==> src/hw/rtl/register_machine_step_assert.svh <==
// assertion macros for the register machine
`ifndef REGISTER_MACHINE_STEP_ASSERT_SVH
`define REGISTER_MACHINE_STEP_ASSERT_SVH
`define RMS_ASSERT(lbl, clk, rstn, prop) \
  lbl: assert property (@(posedge clk) disable iff (!rstn) (prop)) \
    else $error("assertion failed");
`define RMS_ASSERT_NEXT(lbl, clk, rstn, ante, cons) \
  lbl: assert property (@(posedge clk) disable iff (!rstn) (ante) |=> (cons)) \
    else $error("assertion failed");
`endif

==> src/hw/rtl/rms_pkg.sv <==
// ----------------------------------------------------------------------------
// rms_pkg
// types and constants of the register machine
// ----------------------------------------------------------------------------
package rms_pkg;

  localparam int unsigned DataW = 32;
  localparam int unsigned PcW   = 11;

  typedef enum logic [2:0] {
    KIND_LOAD  = 3'd0,
    KIND_READ  = 3'd1,
    KIND_RREG  = 3'd2,
    KIND_RST   = 3'd3,
    KIND_STEP  = 3'd4,
    KIND_NONE5 = 3'd5,
    KIND_NONE6 = 3'd6,
    KIND_NONE7 = 3'd7
  } kind_e;

  localparam logic [4:0] OP_A = 5'd0, OP_AR = 5'd1, OP_M = 5'd2, OP_MR = 5'd3;
  localparam logic [4:0] OP_S = 5'd4, OP_SR = 5'd5, OP_D = 5'd6, OP_DR = 5'd7;
  localparam logic [4:0] OP_L = 5'd8, OP_LR = 5'd9, OP_LA = 5'd10, OP_J = 5'd11;
  localparam logic [4:0] OP_JN = 5'd12, OP_JZ = 5'd13, OP_JP = 5'd14;
  localparam logic [4:0] OP_ST = 5'd15, OP_C = 5'd16, OP_CR = 5'd17;

  localparam logic CFG_START = 1'b0;
  localparam logic CFG_END   = 1'b1;

  typedef struct packed {
    logic [2:0]        kind;
    logic [9:0]        address;
    logic signed [31:0] data;
  } in_item_t;

  typedef struct packed {
    logic signed [31:0] read_value;
    logic signed [31:0] condition;
    logic [10:0]        counter;
    logic               halted;
    logic               fault;
  } out_item_t;

  typedef enum logic [3:0] {
    ST_IDLE, ST_MEMRD, ST_FETCH, ST_DECODE, ST_ADDR, ST_OPRD, ST_OPWAIT,
    ST_EXEC, ST_DIV, ST_FINISH, ST_OUT
  } state_e;

  // commands from controller to datapath
  typedef struct packed {
    logic       take_in;
    logic       mem_rd_in;
    logic       fetch;
    logic [1:0] fetch_idx;
    logic       decode;
    logic       addr_calc;
    logic       op_rd;
    logic       exec;
    logic       div_start;
    logic       div_step;
    logic       finish;
    logic       out_load;
  } cmd_t;

  // status back to the controller
  typedef struct packed {
    logic is_step;
    logic run_ok;
    logic memform;
    logic early_done;
    logic div_op;
    logic div_done;
  } stat_t;

endpackage

==> src/hw/rtl/rms_ctrl.sv <==
// ----------------------------------------------------------------------------
// rms_ctrl
// sequencer for one item: fetch, operand read, execute, divide, result
// ----------------------------------------------------------------------------
`include "register_machine_step_assert.svh"
module rms_ctrl
  import rms_pkg::*;
(
  input  logic  clk_i,
  input  logic  rst_ni,
  input  logic  in_valid_i,
  output logic  in_ready_o,
  output logic  out_valid_o,
  input  logic  out_ready_i,
  input  stat_t stat_i,
  output cmd_t  cmd_o
);

  state_e state_q, state_d;
  logic [1:0] idx_q, idx_d;
  logic out_valid_q, out_valid_d;

  always_ff @(posedge clk_i or negedge rst_ni) begin
    if (!rst_ni) begin
      state_q     <= ST_IDLE;
      idx_q       <= '0;
      out_valid_q <= 1'b0;
    end else begin
      state_q     <= state_d;
      idx_q       <= idx_d;
      out_valid_q <= out_valid_d;
    end
  end

  always_comb begin
    state_d = state_q;
    idx_d   = idx_q;
    unique case (state_q)
      ST_IDLE:   if (in_valid_i) state_d = ST_MEMRD;
      ST_MEMRD:  begin
        idx_d = '0;
        if (stat_i.is_step && stat_i.run_ok) state_d = ST_FETCH;
        else state_d = ST_FINISH;
      end
      ST_FETCH:  begin
        idx_d = idx_q + 2'd1;
        if (idx_q == 2'd3) state_d = ST_DECODE;
      end
      ST_DECODE: state_d = ST_ADDR;
      ST_ADDR:   state_d = stat_i.early_done ? ST_FINISH : ST_OPRD;
      ST_OPRD:   state_d = ST_OPWAIT;
      ST_OPWAIT: state_d = ST_EXEC;
      ST_EXEC:   state_d = stat_i.div_op ? ST_DIV : ST_FINISH;
      ST_DIV:    if (stat_i.div_done) state_d = ST_FINISH;
      ST_FINISH: state_d = ST_OUT;
      ST_OUT:    if (!out_valid_q || out_ready_i) state_d = ST_IDLE;
      default:   state_d = ST_IDLE;
    endcase
  end

  always_comb begin
    cmd_o = '0;
    cmd_o.fetch_idx = idx_q;
    in_ready_o = 1'b0;
    unique case (state_q)
      ST_IDLE:   begin
        in_ready_o    = 1'b1;
        cmd_o.take_in = in_valid_i;
      end
      ST_MEMRD:  cmd_o.mem_rd_in = 1'b1;
      ST_FETCH:  cmd_o.fetch = 1'b1;
      ST_DECODE: cmd_o.decode = 1'b1;
      ST_ADDR:   cmd_o.addr_calc = 1'b1;
      ST_OPRD:   cmd_o.op_rd = 1'b1;
      ST_OPWAIT: ;
      ST_EXEC:   begin
        cmd_o.exec      = 1'b1;
        cmd_o.div_start = stat_i.div_op;
      end
      ST_DIV:    cmd_o.div_step = 1'b1;
      ST_FINISH: cmd_o.finish = 1'b1;
      ST_OUT:    cmd_o.out_load = !out_valid_q || out_ready_i;
      default:   ;
    endcase
  end

  always_comb begin
    out_valid_d = out_valid_q;
    if (out_ready_i) out_valid_d = 1'b0;
    if (cmd_o.out_load) out_valid_d = 1'b1;
  end

  assign out_valid_o = out_valid_q;

  `RMS_ASSERT(a_ready_idle, clk_i, rst_ni, !in_ready_o || state_q == ST_IDLE)
  `RMS_ASSERT_NEXT(a_take_mem, clk_i, rst_ni, in_valid_i && in_ready_o,
                   state_q == ST_MEMRD)
  `RMS_ASSERT_NEXT(a_out_hold, clk_i, rst_ni, out_valid_q && !out_ready_i,
                   out_valid_q)

endmodule

==> config.mk <==
export PLATFORM = sky130hd
export DESIGN_NAME = rms_ctrl
export DESIGN_NICKNAME = d
export VERILOG_FILES = /design/src/hw/rtl/rms_pkg.sv /design/src/hw/rtl/rms_ctrl.sv
export VERILOG_INCLUDE_DIRS = /design/src /design/src/hw/rtl
export SDC_FILE = /design/constraint.sdc
export NUM_CORES = 1
export LEC_CHECK = 0
export ABC_AREA = 1
export BUFFER_PORTS_ARGS = -buffer_cell sky130_fd_sc_hd__buf_2
export CAP_MARGIN = 20
export CORE_AREA = 2 2 39 41
export CTS_BUF_LIST = sky130_fd_sc_hd__clkbuf_4 sky130_fd_sc_hd__clkbuf_8 sky130_fd_sc_hd__clkbuf_16
export DETAILED_ROUTE_END_ITERATION = 12
export DIE_AREA = 0 0 41 43
export GPL_TIMING_DRIVEN = 0
export PLACE_DENSITY = 0.75
export REMOVE_ABC_BUFFERS = 1
export SLEW_MARGIN = 5
export SYNTH_ARGS = -nofsm -noshare
export SYNTH_HDL_FRONTEND = slang
export SYNTH_SLANG_ARGS = --single-unit
==> constraint.sdc <==
create_clock -name clk_i -period 3.6 [get_ports clk_i]
set_clock_uncertainty 0.15 [all_clocks]
set_input_delay 0.18 -clock clk_i [delete_from_list [all_inputs] [get_ports clk_i]]
set_output_delay 0.18 -clock clk_i [all_outputs]
set_load 0.05 [all_outputs]
==> results.yml <==
run_status:
  status: "completed"
setup_path:
  path_max_fanout: 5
  critPathCaptureType: "primary output"
  required_ps: 3270
  worst-path-buf-inv: 2
  path_class: "reg -> out"
  startpoint_type: "flop"
  slowest_delay_ps: 410
  crit_chain: "nor2_1 -> nand2_1 -> inv_1 -> buf_2"
  cpLargestDelayFamily: "flip-flops"
  cpMaxStageDelayCell: "dfrtp_1"
  crit_arrival_ps: 1420
timing:
  relSlewSlack_pct: 81.3
  finalHoldViolations: 0
  grt_setup_unrepaired: "no"
  worst_hold_slack_ps: 130
  period_share_pct: 48.7
  slew_violations: 0
  fmaxAchievable_mhz: 570
  tns_ps: 0
  worst_pin_slew_ps: 279
  min_period_ps: 1750
  setup-violations-final: 0
finish:
  final_area_um2: 692
  fillCellCount: 142
  diodes: 0
  drive_above_1_share_pct: 30.4
  multi_input_area_um2: 279
  regArea_um2: 175
  finish.net_count: 124
  area_delta_synth_final_pct: 34.6
  final_cells: 128
logic_synthesis:
  yosysWarnings: 0
  synth_compound_area_share_pct: 5.60
  synth_edf_count: 0
  synthMuxAreaShare_pct: 0
  ys_ff_latch: 7
  yosys.area.top_type: "dfrtp_1"
  syn_inst: 84
  synth-async-reset-ratio_pct: 100
  ys_types: 16
  synth.most_common_cell: "nand2_1"
  syn_area_per_cell_um2: 6.12
  synthAdderAreaFrac_pct: 2.43
  synth-simple-area-share_pct: 46.2
  synth_ff_type: "dfrtp_1"
  yosysSeqAreaShare_pct: 34.1
  netlist_area_um2: 514
  synth_top_family_by_area: "simple AND/OR/NAND/NOR gates"
  ys_top_cells_by_area: "dfrtp_1 34%, nand2_1 20%, nor2_1 10%"
  yosys.area.top_type_share_pct: 34.1
  synth_commonest_cells: "28 x nand2_1, 14 x nor2_1, 12 x inv_1, 7 x dfrtp_1, 5 x nand3_1"
  yosys.area_share.xor_xnor_pct: 0
grt:
  grt-ovfl-total: 0
  grt_pass1_wl_mm: 1.95
  grt.total_usage_pct: 15.8
  grt_max_degree: 8
  antenna_found_initial: 0
  grt_pass1_vias: 541
floorplan:
  design.die.area_um2: 1760
  core_region_area_um2: 1380
  row_count: 14
  die_h_um: 43
  die_w_um: 41
  ios: 25
  start_util_pct: 37.2
place:
  dp_cells: 122
  port-buffer-count: 23
  gp_congestion: 0.783
  dpl_cell_area_um2: 642
  dpl.hpwl_um: 990
detailed_routing:
  drt_pass1_iterations: 4
  routed_wl_mm: 1.19
  drtAntennaViolNets: 0
  vias: 605
  drtIter0Drc: 11
  vias_per_cell: 4.73
  drc: 0
  avgRoutedWirePerCell_um: 9.30
clock_tree:
  cts_root_buffer: "clkbuf_4"
  path_clk_slew_ps: 50
  clkSinkCount: 7
  cts_tree: "done"
  cts_buffers: 3
  clock_path_buffers: 2
  htreeDepth: 1
  clkLatencyLatePin_ps: 250
power_and_ir_drop:
  p_per_area_nw_per_um2: 1030
  ir_drop_mv: 0.467
  total_power_uw: 711
  p_leak_uw: 0.000439
flow_run:
  cap_violations: 0
min_path:
  hold_path_class: "in -> async"
-- report_power, final --
part | internal, uW | switching, uW
clock network | 49.7 | 26.8
registers | 113 | 38.5
logic | 120 | 363
-- placed cells by master, fill, tap and decap left out --
cell and instances:
nor2_1 14, o21ai_0 3, dlygate4sd3_1 2, nor2b_1 1, nor3_1 2, inv_1 12, clkbuf_4 4, o21ai_1 1
buf_2 23, nand3b_1 1, inv_2 2, ha_1 1, nand4_1 1, dfrtp_1 7, a31o_2 1, nor2_2 4
nand2_1 28, nand3_1 5
-- per-layer routing --
| layer | track usage, % | share of wire, % |
|---|---|---|
| met1 | 18.1 | 41 |
| met2 | 27.8 | 52 |
| met3 | 1.57 | 4.2 |
| met4 | 6.00 | 2.1 |
| met5 | 0 | 0 |
-- area by class of cell --
type	instances	share of cell area (%)
multi-input combinational	62	40.3
tap	16	2.89
clock buffer	4	4.34
inverter	14	7.59
sequential	7	25.3
timing repair buffer	25	19.5
-- worst reg2reg max path: stages (launching register included) --
cell and delay [ps]:
dfrtp_1 410, nor2_1 270, nand2_1 130, inv_1 110
nor2_1 60, nand2_1 60, o21ai_1 60
-- sequential cells by signal (all words and copies together), names as in the netlist --
signal	flops
state_q	4
idx_q	2
out_valid_o	1
-- logic make-up (layout without fill, tap and decap cells) --
| logic type | after synthesis | in the layout |
|---|---|---|
| adders and majority gates | 1 | 1 |
| DFF | 7 | 7 |
| and+or+nand+nor | 56 | 56 |
| AOI/OAI and AO/OA | 5 | 5 |
| buffers and inverters | 15 | 43 |
-- metrics by stage --
stage | utilization, % | worst slack [ps]
final | 50.0 | 1850
after global routing | 50.0 | 1700
after floorplan | - | 1600
after global placement | 46.4 | 2130
after detailed placement | 46.4 | 2100
after CTS | 50.0 | 1830
-- final timing paths --
kind                            slack [ps]  cells past startpoint    endpoint  startpoint
worst max-delay path                  1850                      4   cmd_o[10]  state_q[3]
worst min-delay path                   130                      2  state_q[1]      rst_ni
worst max register to register        2250                      6    idx_q[0]  state_q[3]
worst min register to register         360                      2    idx_q[1]    idx_q[1]
max in group asynchronous             3020                      2    idx_q[1]      rst_ni
min in group clk_i                     130                      3  state_q[2]   stat_i[2]
-- repair_timing --
action | in CTS | in global routing
buffers inserted | 0 | 0
hold buffers | 2 | 0
hold endpoints to repair | 8 | 0
resized for setup | 0 | 0
Note: power is estimated with default switching activity, not from simulation.
